$ cat config.mk
export PLATFORM = sky130hd
export DESIGN_NAME = molecule_periodic_unwrap_wrap_unit
export DESIGN_NICKNAME = d
export VERILOG_FILES = /design/src/rtl/core/pmuw_pkg.sv /design/src/rtl/core/pmuw_lane.sv /design/src/rtl/core/molecule_periodic_unwrap_wrap_unit.sv
export SDC_FILE = /design/constraint.sdc
export NUM_CORES = 2
export LEC_CHECK = 0
export BUFFER_PORTS_ARGS = -buffer_cell sky130_fd_sc_hd__clkbuf_2
export CORE_AREA = 5 5 439 441
export DETAILED_ROUTE_END_ITERATION = 16
export DIE_AREA = 0 0 444 446
export PLACE_DENSITY = 0.56
export SYNTH_ARGS = -nofsm -noshare
export SYNTH_HDL_FRONTEND = slang
export SYNTH_SLANG_ARGS = --single-unit
export TNS_END_PERCENT = 1
$ cat constraint.sdc
create_clock -name aclk -period 12.4 [get_ports aclk]
set_input_delay 0.62 -clock aclk [delete_from_list [all_inputs] [get_ports aclk]]
set_output_delay 0.62 -clock aclk [all_outputs]
set_load 0.005 [all_outputs]
$ cat src/rtl/core/pmuw_pkg.sv
`default_nettype none
package pmuw_pkg;

    // fixed widths of the block
    localparam int CELL_BITS    = 23;
    localparam int NUM_AXES     = 3;
    localparam int CFG_IDX_BITS = 2;

    // cell length after reset: 100 angstrom in 1/256 units
    localparam logic [CELL_BITS-1:0] CELL_LEN_RESET = 23'd25600;

    // configuration register indexes
    localparam logic [CFG_IDX_BITS-1:0] REG_CELL_LEN_X = 2'd0;
    localparam logic [CFG_IDX_BITS-1:0] REG_CELL_LEN_Y = 2'd1;
    localparam logic [CFG_IDX_BITS-1:0] REG_CELL_LEN_Z = 2'd2;

    // top level sequencing
    typedef enum logic {
        TOP_IDLE,
        TOP_BUSY
    } pmuw_top_state_t;

    // per-axis lane phases
    typedef enum logic [2:0] {
        LN_IDLE,
        LN_PICK,
        LN_DIV,
        LN_FIX,
        LN_DONE
    } pmuw_lane_phase_t;

    // control from the top level to every lane
    typedef struct packed {
        logic load;
        logic take;
    } pmuw_lane_ctl_t;

endpackage
`default_nettype wire

$ cat src/rtl/core/pmuw_lane.sv
`default_nettype none
module pmuw_lane #(
    parameter int COORD_BITS = 24
) (
    input  wire                          aclk,
    input  wire                          aresetn,
    input  wire  pmuw_pkg::pmuw_lane_ctl_t ctl,
    input  wire  [COORD_BITS-1:0]        x_in,
    input  wire                          start_in,
    input  wire  [pmuw_pkg::CELL_BITS-1:0] cell_len,
    output logic                         done,
    output logic [COORD_BITS-1:0]        res
);
    import pmuw_pkg::*;

    // working width: covers 2x + L, x +- L and the molecule shift
    localparam int W     = ((COORD_BITS + 1 > CELL_BITS + 1) ? COORD_BITS + 1 : CELL_BITS + 1) + 1;
    localparam int CNT_W = $clog2(W);
    localparam int RW    = CELL_BITS + 1;
    localparam logic [CNT_W-1:0] CNT_LAST = CNT_W'(W - 1);

    pmuw_lane_phase_t phase_reg, phase_next;

    logic [COORD_BITS-1:0] x_reg, x_next;
    logic                  start_reg, start_next;
    logic [COORD_BITS-1:0] ref_reg, ref_next;
    logic signed [W-1:0]   shift_reg, shift_next;
    logic signed [W-1:0]   pos_reg, pos_next;
    logic [W-1:0]          num_sh_reg, num_sh_next;
    logic [W-1:0]          nsave_reg, nsave_next;
    logic [RW-1:0]         rem_reg, rem_next;
    logic [CNT_W-1:0]      cnt_reg, cnt_next;
    logic                  neg_reg, neg_next;

    logic signed [W-1:0] x_w, ref_w, len_w, x2_w;
    logic signed [W-1:0] lo_w, up_w, d0, d1, d2;
    logic [W-1:0]        a0, a1, a2;
    logic signed [W-1:0] near_w;
    logic                above, below;
    logic [W-1:0]        num_w;
    logic [RW:0]         trial, div_w;
    logic [W-1:0]        diff_w;
    logic [W-2:0]        nl_w;
    logic signed [W:0]   sum_w;

    // sign extension of the coordinates, zero extension of the cell length
    assign x_w   = {{(W-COORD_BITS){x_reg[COORD_BITS-1]}}, x_reg};
    assign ref_w = {{(W-COORD_BITS){ref_reg[COORD_BITS-1]}}, ref_reg};
    assign len_w = {{(W-CELL_BITS){1'b0}}, cell_len};
    assign x2_w  = x_w <<< 1;

    // nearest of x, x-L, x+L to the reference, earlier wins a tie
    assign lo_w = x_w - len_w;
    assign up_w = x_w + len_w;
    assign d0   = x_w - ref_w;
    assign d1   = lo_w - ref_w;
    assign d2   = up_w - ref_w;
    assign a0   = d0[W-1] ? W'(-d0) : W'(d0);
    assign a1   = d1[W-1] ? W'(-d1) : W'(d1);
    assign a2   = d2[W-1] ? W'(-d2) : W'(d2);

    always_comb begin
        near_w = x_w;
        if (a1 < a0) begin
            near_w = lo_w;
            if (a2 < a1) begin
                near_w = up_w;
            end
        end else if (a2 < a0) begin
            near_w = up_w;
        end
    end

    // out of [-L/2, L/2] test and numerator |2x| + L - 1 of the shift count
    assign above = (x2_w > len_w) && (cell_len != '0);
    assign below = (x2_w < -len_w) && (cell_len != '0);
    assign num_w = above ? W'(x2_w + len_w - W'(1)) : W'(-x2_w + len_w - W'(1));

    // one restoring step of the remainder by 2L
    assign trial = {rem_reg, num_sh_reg[W-1]};
    assign div_w = {1'b0, cell_len, 1'b0};

    // n*L = (N - r) / 2
    assign diff_w = nsave_reg - {{(W-RW){1'b0}}, rem_reg};
    assign nl_w   = diff_w[W-1:1];

    // phase sequencing and datapath updates
    always_comb begin
        phase_next  = phase_reg;
        x_next      = x_reg;
        start_next  = start_reg;
        ref_next    = ref_reg;
        shift_next  = shift_reg;
        pos_next    = pos_reg;
        num_sh_next = num_sh_reg;
        nsave_next  = nsave_reg;
        rem_next    = rem_reg;
        cnt_next    = cnt_reg;
        neg_next    = neg_reg;
        case (phase_reg)
            LN_IDLE: begin
                if (ctl.load) begin
                    x_next     = x_in;
                    start_next = start_in;
                    phase_next = LN_PICK;
                end
            end
            LN_PICK: begin
                if (start_reg) begin
                    ref_next = x_reg;
                    pos_next = x_w;
                    if (above || below) begin
                        num_sh_next = num_w;
                        nsave_next  = num_w;
                        rem_next    = '0;
                        cnt_next    = '0;
                        neg_next    = above;
                        phase_next  = LN_DIV;
                    end else begin
                        shift_next = '0;
                        phase_next = LN_DONE;
                    end
                end else begin
                    pos_next   = near_w;
                    phase_next = LN_DONE;
                end
            end
            LN_DIV: begin
                if (trial >= div_w) begin
                    rem_next = RW'(trial - div_w);
                end else begin
                    rem_next = RW'(trial);
                end
                num_sh_next = num_sh_reg << 1;
                cnt_next    = cnt_reg + CNT_W'(1);
                if (cnt_reg == CNT_LAST) begin
                    phase_next = LN_FIX;
                end
            end
            LN_FIX: begin
                if (neg_reg) begin
                    shift_next = -$signed({1'b0, nl_w});
                end else begin
                    shift_next = $signed({1'b0, nl_w});
                end
                phase_next = LN_DONE;
            end
            LN_DONE: begin
                if (ctl.take) begin
                    phase_next = LN_IDLE;
                end
            end
            default: begin
                phase_next = LN_IDLE;
            end
        endcase
    end

    // molecule state and phase
    always_ff @(posedge aclk) begin
        if (!aresetn) begin
            phase_reg <= LN_IDLE;
            ref_reg   <= '0;
            shift_reg <= '0;
        end else begin
            phase_reg <= phase_next;
            ref_reg   <= ref_next;
            shift_reg <= shift_next;
        end
    end

    // working registers
    always_ff @(posedge aclk) begin
        x_reg      <= x_next;
        start_reg  <= start_next;
        pos_reg    <= pos_next;
        num_sh_reg <= num_sh_next;
        nsave_reg  <= nsave_next;
        rem_reg    <= rem_next;
        cnt_reg    <= cnt_next;
        neg_reg    <= neg_next;
    end

    // apply the shift and clamp to the coordinate range
    assign sum_w = {pos_reg[W-1], pos_reg} + {shift_reg[W-1], shift_reg};

    always_comb begin
        if ((&sum_w[W:COORD_BITS-1]) || !(|sum_w[W:COORD_BITS-1])) begin
            res = sum_w[COORD_BITS-1:0];
        end else if (sum_w[W]) begin
            res = {1'b1, {(COORD_BITS-1){1'b0}}};
        end else begin
            res = {1'b0, {(COORD_BITS-1){1'b1}}};
        end
    end

    assign done = (phase_reg == LN_DONE);

endmodule
`default_nettype wire

$ cat src/rtl/core/molecule_periodic_unwrap_wrap_unit.sv
// path: an atom inside a molecule or a molecule start already within half a cell
//   passes lane pick, lane done and the output register; a start that needs a
//   shift also passes the bit-serial remainder unit over a W-bit numerator and
//   lane fix (W = max(COORD_BITS, 23) + 2); one item is in work at a time, and
//   the three axis lanes run together and the slowest lane sets the pace
// reset: aresetn synchronous active low; cell lengths return to 25600, reference
//   and shift to zero, both channels empty
`default_nettype none
module molecule_periodic_unwrap_wrap_unit #(
    parameter int COORD_BITS = 24
) (
    input  wire                                    aclk,
    input  wire                                    aresetn,
    // pos_x, pos_y, pos_z from bit 0 up, zero padded to bytes
    input  wire  [((3*COORD_BITS+7)/8)*8-1:0]      s_tdata,
    // starts_molecule
    input  wire                                    s_tuser,
    input  wire                                    s_tvalid,
    output logic                                   s_tready,
    // out_x, out_y, out_z from bit 0 up, zero padded to bytes
    output logic [((3*COORD_BITS+7)/8)*8-1:0]      m_tdata,
    output logic                                   m_tvalid,
    input  wire                                    m_tready,
    input  wire                                    cfg_valid,
    output logic                                   cfg_ready,
    input  wire  [pmuw_pkg::CFG_IDX_BITS-1:0]      cfg_index,
    input  wire  [pmuw_pkg::CELL_BITS-1:0]         cfg_data
);
    import pmuw_pkg::*;

    localparam int DW = ((3*COORD_BITS+7)/8)*8;

    pmuw_top_state_t state_reg, state_next;

    logic [CELL_BITS-1:0]    cell_len_reg [NUM_AXES];
    logic [3*COORD_BITS-1:0] out_data_reg;
    logic                    out_valid_reg, out_valid_next;
    logic [NUM_AXES-1:0]     lane_done;
    logic [COORD_BITS-1:0]   lane_res [NUM_AXES];
    pmuw_lane_ctl_t          lane_ctl;
    logic                    in_accept;
    logic                    out_load;

    // configuration registers, index beyond the list is dropped
    assign cfg_ready = 1'b1;

    always_ff @(posedge aclk) begin
        if (!aresetn) begin
            for (int a = 0; a < NUM_AXES; a++) begin
                cell_len_reg[a] <= CELL_LEN_RESET;
            end
        end else if (cfg_valid && cfg_ready) begin
            case (cfg_index)
                REG_CELL_LEN_X: cell_len_reg[0] <= cfg_data;
                REG_CELL_LEN_Y: cell_len_reg[1] <= cfg_data;
                REG_CELL_LEN_Z: cell_len_reg[2] <= cfg_data;
                default: ;
            endcase
        end
    end

    // axis lanes
    for (genvar a = 0; a < NUM_AXES; a++) begin : g_lane
        pmuw_lane #(
            .COORD_BITS(COORD_BITS)
        ) u_lane (
            .aclk    (aclk),
            .aresetn (aresetn),
            .ctl     (lane_ctl),
            .x_in    (s_tdata[a*COORD_BITS +: COORD_BITS]),
            .start_in(s_tuser),
            .cell_len(cell_len_reg[a]),
            .done    (lane_done[a]),
            .res     (lane_res[a])
        );
    end

    // item sequencing and merge of the lane results
    always_comb begin
        state_next     = state_reg;
        out_valid_next = out_valid_reg;
        s_tready       = 1'b0;
        out_load       = 1'b0;
        if (m_tready) begin
            out_valid_next = 1'b0;
        end
        case (state_reg)
            TOP_IDLE: begin
                s_tready = 1'b1;
                if (s_tvalid) begin
                    state_next = TOP_BUSY;
                end
            end
            TOP_BUSY: begin
                if ((&lane_done) && (!out_valid_reg || m_tready)) begin
                    out_load       = 1'b1;
                    out_valid_next = 1'b1;
                    state_next     = TOP_IDLE;
                end
            end
            default: begin
                state_next = TOP_IDLE;
            end
        endcase
    end

    assign in_accept     = s_tvalid && s_tready;
    assign lane_ctl.load = in_accept;
    assign lane_ctl.take = out_load;

    always_ff @(posedge aclk) begin
        if (!aresetn) begin
            state_reg     <= TOP_IDLE;
            out_valid_reg <= 1'b0;
        end else begin
            state_reg     <= state_next;
            out_valid_reg <= out_valid_next;
        end
    end

    // output register
    always_ff @(posedge aclk) begin
        if (out_load) begin
            out_data_reg <= {lane_res[2], lane_res[1], lane_res[0]};
        end
    end

    assign m_tdata  = DW'(out_data_reg);
    assign m_tvalid = out_valid_reg;

`ifndef SYNTHESIS
    // results are taken from the lanes only once all three have finished
    a_take_all_done: assert property (@(posedge aclk) disable iff (!aresetn)
        out_load |-> (&lane_done))
        else $error("lane result taken before all lanes finished");

    // a waiting result is never overwritten
    a_no_overwrite: assert property (@(posedge aclk) disable iff (!aresetn)
        !(out_load && out_valid_reg && !m_tready))
        else $error("output register overwritten while stalled");

    // one item in work at a time
    a_one_in_flight: assert property (@(posedge aclk) disable iff (!aresetn)
        in_accept |=> !s_tready)
        else $error("second item accepted while one is in work");
`endif

endmodule
`default_nettype wire
==> impl_metrics.yaml <==
global_routing:
  grt_use_total_pct: 27.3
  antenna_found_initial: 15
  grt_start_max_net_pins: 57
  grt_first_pass_wirelength_um: 421000
  globalRouteOverflowTotal: 0
  grt_pass1_vias: 70100
synthesis:
  yosysTopAreaCell: "edfxtp_1"
  synthTopCellsByArea: "edfxtp_1, ha_1, xnor2_1"
  synth_edf_count: 537
  synth_top_family_by_area: "compound AO/OA/AOI/OAI gates"
  synth_common_cells: "ha_1, inv_1, nand2_1, a21oi_1, nor2_1"
  synth_top_area_share_pct: 20.0
  syn_avg_cell_area_um2: 8.35
  yosysMostFrequentCell: "ha_1"
  synthSimpleGateAreaFrac_pct: 17.4
  synth_xor_area_share_pct: 9.18
  yosysWarnings: 0
  ys_ff_latch: 698
  synthMuxAreaShare_pct: 1.64
  synth_area_mm2: 0.0805
  yosys.area_share.adder_pct: 18.7
  async_flop_share_pct: 0
  ys_types: 102
  synth_compound_area_share_pct: 23.5
  syn-instance-count: 9645
  ys.flop_type: "edfxtp_1"
  yosysSeqAreaShare_pct: 24.0
die:
  start_util_pct: 42.7
  die_h_um: 446
  fp.dieArea_mm2: 0.198
  ioPinCount: 178
  fp.dieW_um: 444
  rows: 160
  core_area_mm2: 0.189
hold_path:
  whs_path_depth: 1
  hold_start: "s_tdata[2]"
  hold_class: "primary input to flip-flop"
  whs_endpoint: "g_lane[0].u_lane.x_reg[2]$_DFFE_PP_"
timing:
  fin_crit_ps: 10790
  fmax_mhz: 92.7
  slew_violations: 0
  slew-limit-headroom_pct: 6.27
  final_hold_viol_count: 0
  worst_hold_slack_ps: 68.5
  fin_worst_skew_ps: 33.3
  worst_pin_slew_ps: 1370
  finalCritPeriodShare_pct: 87.0
  final.setup.tns_ps: 0
  setup_viol: 0
  rsz0062_at_grt: "false"
route:
  ant_nets: 0
  drt-wirelength-per-cell_um: 22.9
  drc: 0
  num_vias: 72400
  viasPerCell: 5.86
  wl_um: 282000
  firstDrtPassIters: 6
  drt-initial-drc-count: 5388
clocking:
  cts.clk_slew.worst_paths_ps: 60
  htreeDepth: 3
  cts.sinks: 698
  cts_buffers: 88
  max-clock-path-buffers: 3
  root_buffer: "clkbuf_16"
  cts_tree: "built"
  clk_latency_ps: 730
  post-cts-setup-buffer-count: 0
power:
  ir_worst_vdd_uv: 163
  powerDensity_mw_per_mm2: 172
  leakage_nw: 36.8
placement:
  place.gp.congestion: 0.961
  dp_hpwl_um: 233000
  io_buffers: 176
setup_path:
  crit_fanout: 24
  arrival_ps: 11190
  cp.required_ps: 12800
  rrSetupSlack_ps: 1610
  r2r_cells: 36
  startpoint_type: "flip-flop"
  worst-setup-path-type: "flip-flop to flip-flop"
  worst_path_max_delay_cell: "or2_1"
  rr_startpoint: "cell_len_reg[0][47]$_DFFE_PP_"
  critical-path-max-stage-delay_ps: 880
  regToRegEndpoint: "g_lane[2].u_lane.pos_reg[22]$_DFFE_PP_"
  crit_path_end_kind: "flip-flop"
flow_run:
  maxCapViolCount: 0
final_layout:
  area_growth_syn_to_layout_pct: 8.97
  drive_gt1_share_pct: 6.67
  fillerInstances: 18400
  utilization_pct: 46.5
  final_nets: 11000
outcome:
  outcome: "completed"
[kinds of logic after synthesis]
family | after synthesis
XOR/XNOR | 844
adder cells (fa/ha/maj) | 1189
multiplexers | 124
other | 1
AND/OR/NAND/NOR | 2812
flip-flops | 698
AO/OA/AOI/OAI | 2812
buffers and inverters | 1165
[routing by layer]
| layer | up-vias | share of wire [%] | GRT usage, % |
|---|---|---|---|
| met3 | 463 | 4.7 | 2.93 |
| met5 | - | 0.012 | 0 |
| met1 | 34500 | 43 | 34.3 |
| met2 | 1950 | 47 | 46.6 |
| li1 | 35400 | - | - |
| met4 | 6 | 5.6 | 13.8 |
[worst max path at each step]
stage | start | endpoint | slack (ps) | cells past startpoint
after floorplan | cell_len_reg[0][47]$_DFFE_PP_ | g_lane[2].u_lane.cnt_reg[0]$_SDFFCE_PN0P_ | 3540 | 21
after global placement | cell_len_reg[0][23]$_DFFE_PP_ | g_lane[1].u_lane.pos_reg[1]$_DFFE_PP_ | 1820 | 40
after detailed placement | cell_len_reg[0][47]$_DFFE_PP_ | g_lane[2].u_lane.pos_reg[22]$_DFFE_PP_ | 1780 | 36
after CTS | cell_len_reg[0][47]$_DFFE_PP_ | g_lane[2].u_lane.pos_reg[22]$_DFFE_PP_ | 1710 | 36
after global routing | g_lane[1].u_lane.x_reg[0]$_DFFE_PP_ | g_lane[1].u_lane.pos_reg[14]$_DFFE_PP_ | 990 | 40
final | cell_len_reg[0][47]$_DFFE_PP_ | g_lane[2].u_lane.pos_reg[22]$_DFFE_PP_ | 1610 | 36
[placed cells by master (no fill, tap or decap), drive strengths merged, types with 40 or more instances in the layout]
cell    Yosys  final
a211o      40     40
a211oi     88     88
a21boi    116    116
a21o      308    308
a21oi     662    662
a22oi      60     60
a31oi      81     81
and2      102    102
and3       95     95
buf        26     91
clkbuf    245    284
dfxtp     161    161
edfxtp    537    537
ha       1155   1155
inv       894    905
mux2       62     62
mux2i      62     62
nand2     684    684
nand2b    159    159
nand3     245    245
nand4      76     76
nor2      634    634
nor2b     177    177
nor3      245    245
nor4       77     77
o211ai     69     69
o21a      127    127
o21ai     535    535
o21bai    114    114
o31ai     117    117
or2        61     61
or3       101    101
xnor2     593    593
xor2      251    251
[power by group]
| part | internal (mW) | switching [mW] |
|---|---|---|
| Sequential | 2.82 | 0.225 |
| Clock | 1.69 | 1.19 |
| Combinational | 3.60 | 5.57 |
[per-stage QoR]
step / instance area, um2 / instances / total power, mW / setup slack (ps)
3_3_place_gp: 84400 / 12200 / 12.0 / 1820
5_1_grt: 87700 / 12300 / 16.3 / 995
3_5_place_dp: 84400 / 12200 / 12.1 / 1780
6_report: 87700 / 12300 / 15.1 / 1610
4_1_cts: 87700 / 12300 / 15.1 / 1710
2_1_floorplan: 80500 / 9651 / 9.60 / 3540
[area by class of cell]
| cell class | instances | area, um2 | share of cell area, % |
|---|---|---|---|
| clock buffers | 109 | 2380 | 2.72 |
| repair buffers | 273 | 1630 | 1.86 |
| diodes | 10 | 25.0 | 0.0285 |
| clock inverters | 57 | 830 | 0.945 |
| multi-input cells | 7788 | 57000 | 65.0 |
| flip-flops and latches | 698 | 19300 | 22.1 |
| well taps | 2511 | 3140 | 3.58 |
| inverters | 894 | 3360 | 3.82 |
[critical path, delay by kind of cell (launching register included)]
family	cells	cell delay (ps)
flops	1	640
fa+ha+maj	4	1500
xor+xnor	1	190
compound gates	25	6570
buf+inv	1	300
simple gates	5	1220
[what timing repair did]
item / CTS / global route
hold buffers: 7 / 0
endpoints found under the hold margin: 7 / 0
gates resized for setup: 0 / 0
No activity file was read; power rests on OpenSTA's default activity.
